### src/sv/assert_macros.svh
// Assertion macros included by the allocator top level
`ifndef ASSERT_MACROS_SVH
`define ASSERT_MACROS_SVH

// antecedent implies consequent in the same cycle
`define ASSERT_SAME(lbl, clk, rst, ante, cons) \
   lbl: assert property (@(posedge clk) disable iff (rst) (ante) |-> (cons)) \
      else $error("assertion failed");

// antecedent implies consequent in the next cycle
`define ASSERT_NEXT(lbl, clk, rst, ante, cons) \
   lbl: assert property (@(posedge clk) disable iff (rst) (ante) |=> (cons)) \
      else $error("assertion failed");

`endif

### src/sv/ipa_ram.sv
// Generic single-port-write, single-port-read RAM with registered read
module ipa_ram #(
   parameter int WIDTH = 8,
   parameter int DEPTH = 16
) (
   input  logic                     clock,
   input  logic                     we,
   input  logic [$clog2(DEPTH)-1:0] waddr,
   input  logic [WIDTH-1:0]         wdata,
   input  logic [$clog2(DEPTH)-1:0] raddr,
   output logic [WIDTH-1:0]         rdata
);
   logic [WIDTH-1:0] mem [DEPTH];

   always_ff @(posedge clock) begin
      if (we) begin
         mem[waddr] <= wdata;
      end
      rdata <= mem[raddr];
   end
endmodule

### config.mk
export PLATFORM = sky130hd
export DESIGN_NAME = ipa_ram
export DESIGN_NICKNAME = d
export VERILOG_FILES = /design/src/sv/assert_macros.svh /design/src/sv/ipa_ram.sv
export SDC_FILE = /design/constraint.sdc
export NUM_CORES = 1
export LEC_CHECK = 0
export ABC_CLOCK_PERIOD_IN_PS = 1950
export BUFFER_PORTS_ARGS = -buffer_cell sky130_fd_sc_hd__buf_2
export CAP_MARGIN = 20
export CORE_MARGIN = 5
export CORE_UTILIZATION = 42
export DETAILED_ROUTE_END_ITERATION = 7
export GPL_TIMING_DRIVEN = 0
export HOLD_SLACK_MARGIN = 0.15
export MAX_ROUTING_LAYER = met4
export PLACE_DENSITY = 0.7
export SYNTH_ARGS = -nofsm -noshare
export SYNTH_HDL_FRONTEND = slang
export SYNTH_SLANG_ARGS = --single-unit
### constraint.sdc
create_clock -name clock -period 1.95 [get_ports clock]
set_input_delay 0.195 -clock clock [delete_from_list [all_inputs] [get_ports clock]]
set_output_delay 0.195 -clock clock [all_outputs]
set_load 0.02 [all_outputs]
Word-level counts from Yosys, hierarchy flattened
Memory sizes are Yosys's and may differ from the RTL's. A register that Yosys moved wholly into a read port is not among the register bits.
Cells that the tools add are included.
Operators by class
  multiplexer cells: 2
Operators by type and width (count)
  1-bit two-way mux: 2
Storage, ports and cells
  flip-flop bits (word level): 0
  RAM bits: 128
  input bits: 18
  output and inout port bits: 8
  logic and storage cells: 3
  memories: 1
Memories
  mem: words 16, bits a word 8, rd ports 1, clocked after memory_dff 1, wr ports 1, RTL line ipa_ram.sv:13  | logic [WIDTH-1:0] mem [DEPTH];

Logic depth before layout (Yosys ltp)
Gate-level depths: netlist of run 1.
  depth after elaboration: 2
  mapped depth: 5
  depth with buffers taken out: 3

Worst setup path after synthesis of run 1
OpenSTA, ideal clock, no wires.
  path kind: input port to flip-flop
  from: input port waddr[2]
  to: memory mem[0][0] (enable)
  setup time: 0.383 ns
  data arrival time: 1.305 ns
  data required time: 1.567 ns
  path slack: 0.262 ns
  cell stages on the path: 2
  buffers on the path: 0
  path through: or3b_2 > nor3_1
RTL lines
  from (decl): RTL line ipa_ram.sv:8  | input logic [$clog2(DEPTH)-1:0] waddr,
  to (decl): RTL line ipa_ram.sv:13
No word-level cell before the write port.

Worst setup path in the final report of run 1
  from: input port waddr[2]
  to: memory mem[0][1] (enable)
No word-level cell before the write port.

==> impl_results.md, run 1 <==
- Status: finished clean
- Hold depth: 1
- Initial DRC Count: 182
- Hold Buf Count CTS: 0
- Post_cts resized: 0
- Port buffer count: 24
- Layout Nets: 294
- Mux share of post-synthesis cell area: 0.150
- GRT busiest layer: met2
- Worst relative slew slack: 0.422
- Antenna cells: 0
- Total GRT Usage: 0.150
- Hold Startpoint: wdata[6]
- DP Wirelength: 6310 µm
- First-pass GRT wire length: 15,000 µm
- Yosys top cell by area: edfxtp_1
- Met3 Usage GRT: 0.0491
- Final-report max-slew violation count: 0
- Worst Path Required: 2.05 ns
- Fmax: 0.646 GHz
- Number of remaining DRC errors: 0
- Top-count cell post-synth: edfxtp_1
- XOR/XNOR Fraction of Synth Area: 0
- CP max FO: 5
- Layout cells sized above 1: 0.301
- Met1 Use GR: 0.199
- Routed vias/inst: 5.45
- First-pass DRT Iterations: 4
- Area fraction of the dominant cell type after synthesis: 0.747
- Startpoint Class: input pin
- Adder-Cell Fraction of Synth Area: 0
- Reg2Reg Depth: 3
- Layout area overhead: 18.8%
- Synth cell count leaders: edfxtp_1 (128), mux4_2 (18), a22oi_1 (16)
- Post-synth cell types: 19
- Area contributors post-synth: edfxtp_1 (75%), mux4_2 (7.9%), mux4_1 (7.1%)
- Starting Density: 0.429
- Hold crit path type: input pin to flip-flop
- Post-synth EDFFs: 128
- Skew-Pair Late Insertion Delay: 0.41 ns
- CTS tree: built
- Warnings, synthesis: 0
- Final Skew: 0.0168 ns
- Clock sink count: 136
- Met2 GRT Util: 0.224
- Syn Std Cell Area: 5150 µm²
- CTS H-tree lvls: 4
- Register area share after synthesis: 0.778
- FF-to-FF Start: mem[5][0]$_DFFE_PP_
- Syn avg cell area: 22.5 µm²
- RSZ-0062 raised after global routing: no
- R2R Path End: rdata[0]$_DFF_P_
- Die ar.: 14,600 µm²
- Util after Layout: 0.509
- Post-synthesis cell count: 229
- Largest net degree at the start of global routing: 17
- Largest family of logic cells by synthesized area: multiplexers
- Placed Instance Area: 5480 µm²
- Post-DRT Antenna Nets: 0
- CP Class: input pin to flip-flop
- Number of global-route vias before repair: 2,484
- Synth Area in Simple Gates: 0.0318
- Final setup margin: 0.401 ns
- Setup violations, final: 0
- Final instance area: 6110 µm²
- Worst ir drop on vdd: 0.000657 V
- WP data arrival: 1.65 ns
- Vias: 2,378
- TritonCTS buffer count: 17
- Setup slack, reg-to-reg: 0.52 ns
- Clock Tree Root: clkbuf_16
- Post-Syn Nets: 247
- FF+latch count, synth: 136
- Clock Tree Buf Depth: 2
- Routed length per instance: 22.5 µm
- Period utilisation layout: 0.794
- Horiz. Die Dim: 121 µm
- Pwr Density: 1140 nW/µm²
- Setup bufs post-CTS: 0
- Routability Congestion: 0.729
- Worst slew pin tran: 0.864 ns
- I/O pin count: 26
- Maxcap violations: 0
- Gr ovfl total: 0
- Compound-Gate Fraction of Synth Area: 0.0233
- Tmin final: 1.55 ns
- Fraction of registers with async set or reset after synthesis: 0
- Core ar.: 12,000 µm²
- Crit end category: flip-flop
- Final Hold Viols: 0
- CTS clk-pin slew, worst paths: 0.06 ns
- Leakage power: 2.06 nW
- Initial antenna violation count: 0
- WL final: 9830 µm
- Post-synth top flop: edfxtp_1
- DIE HEIGHT: 121 µm
- DP Worst Slack: -0.0843 ns
- Endpoint, Worst Hold: mem[7][6]$_DFFE_PP_
- Core Rows: 40
-- routing by layer --
metal / vias to the layer above / wire length, µm
met1: 1212 / 4180
met3: 4 / 656
met2: 95 / 4920
met4: 0 / 68
met5: - / 0
li1: 1067 / -
-- worst max-delay path by stage --
stage / from / end / slack (ns) / cells past startpoint
floorplan: waddr[2] / mem[0][0]$_DFFE_PP_ / 0.26 / 2
detailed placement: waddr[2] / mem[0][2]$_DFFE_PP_ / -0.08 / 4
global placement: waddr[2] / mem[0][2]$_DFFE_PP_ / -0.29 / 3
global route: waddr[2] / mem[0][1]$_DFFE_PP_ / 0.31 / 4
CTS: waddr[2] / mem[0][1]$_DFFE_PP_ / 0.40 / 4
finish: waddr[2] / mem[0][1]$_DFFE_PP_ / 0.40 / 4
-- kinds of logic (layout without fill, tap and decap cells) --
kind of cell | after synthesis | after routing
buffers and inverters | 10 | 70
muxes | 32 | 32
AOI/OAI and AO/OA | 16 | 16
and+or+nand+nor | 35 | 35
DFF | 136 | 136
-- state kept, by name, indices dropped and copies added, names as in the netlist --
register and cells:
mem 128, rdata 8
-- cell type report --
cell class	count	area (µm²)
Tap cell	147	184
Timing Repair Buffer	28	148
Sequential cell	136	4000
Clock inverter	11	174
Multi-Input combinational cell	83	1060
Fill cell	938	5900
Clock buffer	21	460
Buffer	10	86.3
-- critical path: stages --
cell    delay [ns]
buf_2         0.11
or3b_2        0.53
nor3_1        0.54
buf_4         0.27
-- stage by stage --
stage / hold WS [ns] / cells / power, W / setup TNS (ns)
5_1_grt: 0.183 / 436 / 0.00720 / 0
3_3_place_gp: 0.586 / 400 / 0.00367 / -2.37
6_report: 0.179 / 436 / 0.00697 / 0
2_1_floorplan: 0.294 / 229 / 0.00353 / 0
4_1_cts: 0.176 / 436 / 0.00702 / 0
3_5_place_dp: 0.605 / 404 / 0.00368 / -0.421
-- power by group --
part	internal (W)	switching (W)	total (W)	leakage, nW
Sequential	0.00327	0.0000148	0.00328	1.22
Clock	0.00221	0.00114	0.00335	0.299
Combinational	0.000131	0.000201	0.000332	0.537
Total	0.00561	0.00136	0.00697	2.06
-- cell usage in the layout (no fill, tap or decap), types with 2 or more instances in the layout --
cell type	synthesis	routed
nand3b_1	2	2
buf_4	1	4
nor2_1	13	13
clkbuf_8	0	2
nor3_1	4	4
clkinvlp_4	0	3
edfxtp_1	128	128
buf_6	3	3
nand2_1	9	9
nand2b_1	2	2
bufinv_16	0	4
clkbuf_1	0	2
clkdlybuf4s25_2	3	3
dfxtp_1	8	8
clkinv_4	0	3
mux4_2	18	18
buf_2	3	28
a22oi_1	16	16
mux4_1	14	14
clkbuf_16	0	17
No activity file was read; power rests on OpenSTA's default activity.
==> run 2: changes to the inputs <==
- ABC_CLOCK_PERIOD_IN_PS: 1950 -> 1490
- clock period: 1.95 -> 1.49 ns (I/O delays scaled with it)
==> run 2 against run 1 <==
- sequential share of layout area fell by 0.21 points
- utilization rose by 0.17 points
- first-iteration DRC count rose by 40%
- critical endpoint is now rdata[0]$_DFF_P_
==> impl_results.md, run 2 (synthesis results as in run 1) <==
- Status: finished clean
- Final Skew: 0.00642 ns
- DP Wirelength: 6220 µm
- Hold Startpoint: wdata[7]
- Gr ovfl total: 0
- Initial DRC Count: 254
- Fin Hold WS: 0.177 ns
- Tot Pwr: 0.00885 W
- Routed length per instance: 22.6 µm
- I/O pin count: 26
- Worst slew pin tran: 0.802 ns
- Core Rows: 40
- Max reg flops: 128
- Reg2Reg Depth: 3
- Placed Instance Area: 5480 µm²
- Tmin final: 1.43 ns
- First-pass GRT wire length: 15,100 µm
- Setup bufs post-CTS: 0
- Endpoint, Worst Hold: mem[15][7]$_DFFE_PP_
- Largest registers: mem: 128 flops, rdata: 8 flops
- Clock Tree Root: clkbuf_16
- Clock sink count: 136
- Fmax: 0.697 GHz
- Number of global-route vias before repair: 2,443
- WP data arrival: 1.72 ns
- Hold crit path type: input pin to flip-flop
- Period utilisation layout: 0.963
- CP max FO: 1
- Vias: 2,480
- DIE HEIGHT: 121 µm
- R2R Path End: rdata[0]$_DFF_P_
- Post-DRT Antenna Nets: 0
- CTS clk-pin slew, worst paths: 0.06 ns
- CP Class: flip-flop to flip-flop
- Antenna cells: 0
- Final Hold Viols: 0
- Number of remaining DRC errors: 0
- Port buffer count: 24
- Total GRT Usage: 0.151
- WL final: 9990 µm
- Worst relative slew slack: 0.463
- Maxcap violations: 0
- FF-to-FF Start: mem[1][0]$_DFFE_PP_
- GRT busiest layer: met2
- Met3 Usage GRT: 0.0449
- Most frequent cells in the layout: edfxtp_1 (128), buf_2 (28), mux4_2 (18)
- Met2 GRT Util: 0.228
- Routability Congestion: 0.717
- Crit end category: flip-flop
- Slowest stage cell on the critical path: mux4_1
- Skew-Pair Late Insertion Delay: 0.41 ns
- Initial antenna violation count: 0
- Worst ir drop on vdd: 0.000820 V
- Final setup margin: 0.0550 ns
- Layout area overhead: 19.2%
- CTS H-tree lvls: 4
- TritonCTS buffer count: 17
- Setup violations, final: 0
- Hold Buf Count CTS: 7
- Leakage power: 2.07 nW
- Final-report max-slew violation count: 0
- Met1 Use GR: 0.197
- Slowest stage delay, CP: 0.51 ns
- Die ar.: 14,600 µm²
- Startpoint Class: flip-flop
- CTS tree: built
- Clock Tree Buf Depth: 2
- Largest net degree at the start of global routing: 17
- DP Worst Slack: -0.349 ns
- Routed vias/inst: 5.61
- Layout cells sized above 1: 0.292
- Pwr Density: 1440 nW/µm²
- Core ar.: 12,000 µm²
- Setup slack, reg-to-reg: 0.06 ns
- Layout Nets: 300
- Post_cts resized: 0
- Top reg by flops: mem
- Hold depth: 1
- Final instance area: 6130 µm²
- Crit path cell chain: mux4_1 > a22oi_1 > nand2_1
- RSZ-0062 raised after global routing: no
- Starting Density: 0.429
- Worst Path Required: 1.78 ns
- Commonest non-fill, non-tap cell in the layout: edfxtp_1
- Horiz. Die Dim: 121 µm
- First-pass DRT Iterations: 4
==> run 2: power breakdown <==
group          total [W]  internal, W  leakage (nW)  switching, W
combinational   0.000451     0.000184         0.562      0.000268
sequential       0.00430      0.00428          1.22     0.0000194
clock            0.00410      0.00263         0.286       0.00147
total            0.00885      0.00709          2.07       0.00176
==> run 2: how the worst max path moves through the flow <==
| stage | from | to | slack (ns) | cells after the start |
|---|---|---|---|---|
| after floorplan | waddr[2] | mem[3][0]$_DFFE_PP_ | 0.07 | 2 |
| after global placement | waddr[2] | mem[8][1]$_DFFE_PP_ | -0.45 | 3 |
| after detailed placement | waddr[2] | mem[1][7]$_DFFE_PP_ | -0.35 | 3 |
| after CTS | mem[1][0]$_DFFE_PP_ | rdata[0]$_DFF_P_ | 0.04 | 3 |
| after global routing | mem[1][0]$_DFFE_PP_ | rdata[0]$_DFF_P_ | 0.01 | 3 |
| final | mem[1][0]$_DFFE_PP_ | rdata[0]$_DFF_P_ | 0.06 | 3 |
==> run 2: metal layers <==
layer / vias to the layer above / share of wire
met5: - / 0
met4: 0 / 0.018
met3: 17 / 0.070
met2: 101 / 0.48
met1: 1283 / 0.43
li1: 1079 / -
==> run 2: critical path: cells and delay by family (launching register included) <==
family | cells | cell delay (ns)
AO/OA/AOI/OAI | 1 | 0.33
flip-flops | 1 | 0.35
multiplexers | 1 | 0.51
AND/OR/NAND/NOR | 1 | 0.12
==> run 2: through the flow <==
stage / TNS (ns) / utilization / std cells
final: 0 / 0.511 / 442
after global routing: 0 / 0.511 / 442
after CTS: 0 / 0.511 / 442
after detailed placement: -16.03 / 0.456 / 403
after global placement: -21.05 / 0.454 / 400
after floorplan: 0 / - / 229
==> run 2: area by class of cell <==
class                      instances  area, µm²
buffer                            10       86.3
clock buffer                      24        492
clock inverter                     8       95.1
fill                             936       5880
multi-input combinational         83       1060
sequential                       136       4000
tap                              147        184
timing repair buffer              34        210
==> run 3: changes to the inputs <==
- PLACE_DENSITY: 0.7 -> 0.65
==> run 3 against run 2 <==
- global-route usage is 0.25 points higher
- combinational power is 2% higher
- utilization is 0.44 points higher
- worst setup slack worse by 0.046 ns
- die area stayed put
- register-to-register slack worse by 0.05 ns
==> impl_results.md, run 3 (synthesis results as in run 1) <==
- Status: finished clean
- Max layer used: met4
- Post-DRT Antenna Nets: 0
- CP startpoint: mem[0][7]$_DFFE_PP_
- Starting Density: 0.429
- Worst slew pin tran: 0.848 ns
- Largest registers: mem: 128 flops, rdata: 8 flops
- Routability Congestion: 0.812
- Antenna cells: 0
- DP Worst Slack: -0.359 ns
- Storage element area: 4000 µm²
- Hold Startpoint: wdata[1]
- Worst relative slew slack: 0.432
- Clock sink count: 136
- FF-to-FF Start: mem[0][7]$_DFFE_PP_
- Commonest non-fill, non-tap cell in the layout: edfxtp_1
- Layout Nets: 300
- Max reg flops: 128
- DP Wirelength: 6320 µm
- Post-Route M1 WL: 4320 µm
- Setup violations, final: 0
- Metal2 WL: 4960 µm
- Period utilisation layout: 0.994
- Final Hold Viols: 0
- Layout cells sized above 1: 0.302
- Final setup margin: 0.00858 ns
- Core ar.: 12,000 µm²
- DIE HEIGHT: 121 µm
- Worst Path Required: 1.77 ns
- Most frequent cells in the layout: edfxtp_1 (128), buf_2 (27), mux4_2 (18)
- Crit end category: flip-flop
- Routed vias/inst: 5.44
- Tmin final: 1.48 ns
- CTS clk-pin slew, worst paths: 0.06 ns
- Clock Tree Root: clkbuf_16
- Met3 routed WL: 688 µm
- Largest net degree at the start of global routing: 17
- Initial DRC Count: 207
- Maxcap violations: 0
- Util after Layout: 0.515
- Pwr Density: 1470 nW/µm²
- Clock Tree Buf Depth: 2
- Initial antenna violation count: 0
- Vias: 2,404
- Slowest stage delay, CP: 0.47 ns
- Startpoint Class: flip-flop
- Slowest stage cell on the critical path: mux4_2
- Port buffer count: 24
- CTS tree: built
- First-pass GRT wire length: 15,300 µm
- # fillers: 951
- Worst ir drop on vdd: 0.000908 V
- CP max FO: 1
- Number of remaining DRC errors: 0
- CP Class: flip-flop to flip-flop
- Horiz. Die Dim: 121 µm
- CTS H-tree lvls: 4
- Gr ovfl total: 0
- TritonCTS buffer count: 17
- Area occupied by multi-input gates: 1080 µm²
- Layout area overhead: 20.2%
- WP data arrival: 1.76 ns
- RSZ-0062 raised after global routing: no
- Crit path cell chain: mux4_2 > a22oi_1 > nand2_1
- Hold crit path type: input pin to flip-flop
- Skew-Pair Late Insertion Delay: 0.41 ns
- Setup bufs post-CTS: 0
- First-pass DRT Iterations: 5
- WL final: 10,000 µm
- Routed length per instance: 22.7 µm
- Leakage power: 2.09 nW
- Core Rows: 40
- I/O pin count: 26
- Top reg by flops: mem
- Total GRT Usage: 0.154
- Fmax: 0.675 GHz
- Final-report max-slew violation count: 0
- Final Skew: 0.00434 ns
- Die ar.: 14,600 µm²
- Number of global-route vias before repair: 2,525
==> run 3: changes by cell type in the layout (fill, tap and decap cells not counted), sizes merged <==
cell,change
clkinvlp,-2
bufinv,+2
clkinv,+1
clkbuf,-1
==> run 3: report_power, final <==
group / total, W / internal, W / switching, W
Combinational: 0.000462 / 0.000187 / 0.000275
Sequential: 0.00430 / 0.00428 / 0.0000188
Clock: 0.00433 / 0.00288 / 0.00145
==> run 3: through the flow <==
| step | hold slack, ns | cells | instance area [µm²] | total power [W] | setup TNS [ns] |
|---|---|---|---|---|---|
| after floorplan | 0.248 | 229 | 5150 | 0.00462 | 0 |
| after global placement | 0.560 | 400 | 5460 | 0.00481 | -25.25 |
| after detailed placement | 0.566 | 403 | 5480 | 0.00482 | -17.39 |
| after CTS | 0.155 | 442 | 6170 | 0.00915 | 0 |
| after global routing | 0.163 | 442 | 6190 | 0.00940 | 0 |
| final | 0.161 | 442 | 6190 | 0.00909 | 0 |
==> run 3: layout make-up <==
type	count	area share
sequential	136	0.647
clock inverter	9	0.0241
tap	147	0.0297
timing repair buffer	34	0.0344
multi-input combinational	83	0.175
clock buffer	23	0.0756
buffer	10	0.0140
==> run 3: final timing paths <==
check        slack [ns]  cells past startpoint             endpoint
min                0.16                      1  mem[2][1]$_DFFE_PP_
min reg2reg        0.67                      3     rdata[3]$_DFF_P_
max reg2reg       0.009                      3     rdata[7]$_DFF_P_
max               0.009                      3     rdata[7]$_DFF_P_
==> run 3: layer usage <==
| layer | up-vias | GRT usage |
|---|---|---|
| met2 | 83 | 0.233 |
| met3 | 8 | 0.0449 |
| met1 | 1234 | 0.205 |
| met4 | 0 | 0.0446 |
| li1 | 1079 | - |
| met5 | - | - |
==> run 3: repair_timing <==
action | CTS | global route
resized for setup | 1 | 3
endpoints found under the setup margin | 1 | 3
hold buffers | 7 | 0
endpoints found under the hold margin | 76 | 0
==> run 3: critical path, delay by kind of cell (launching register included) <==
family	cells	cell delay (ns)
muxes	1	0.47
AOI/OAI and AO/OA	1	0.40
DFF	1	0.36
and+or+nand+nor	1	0.11
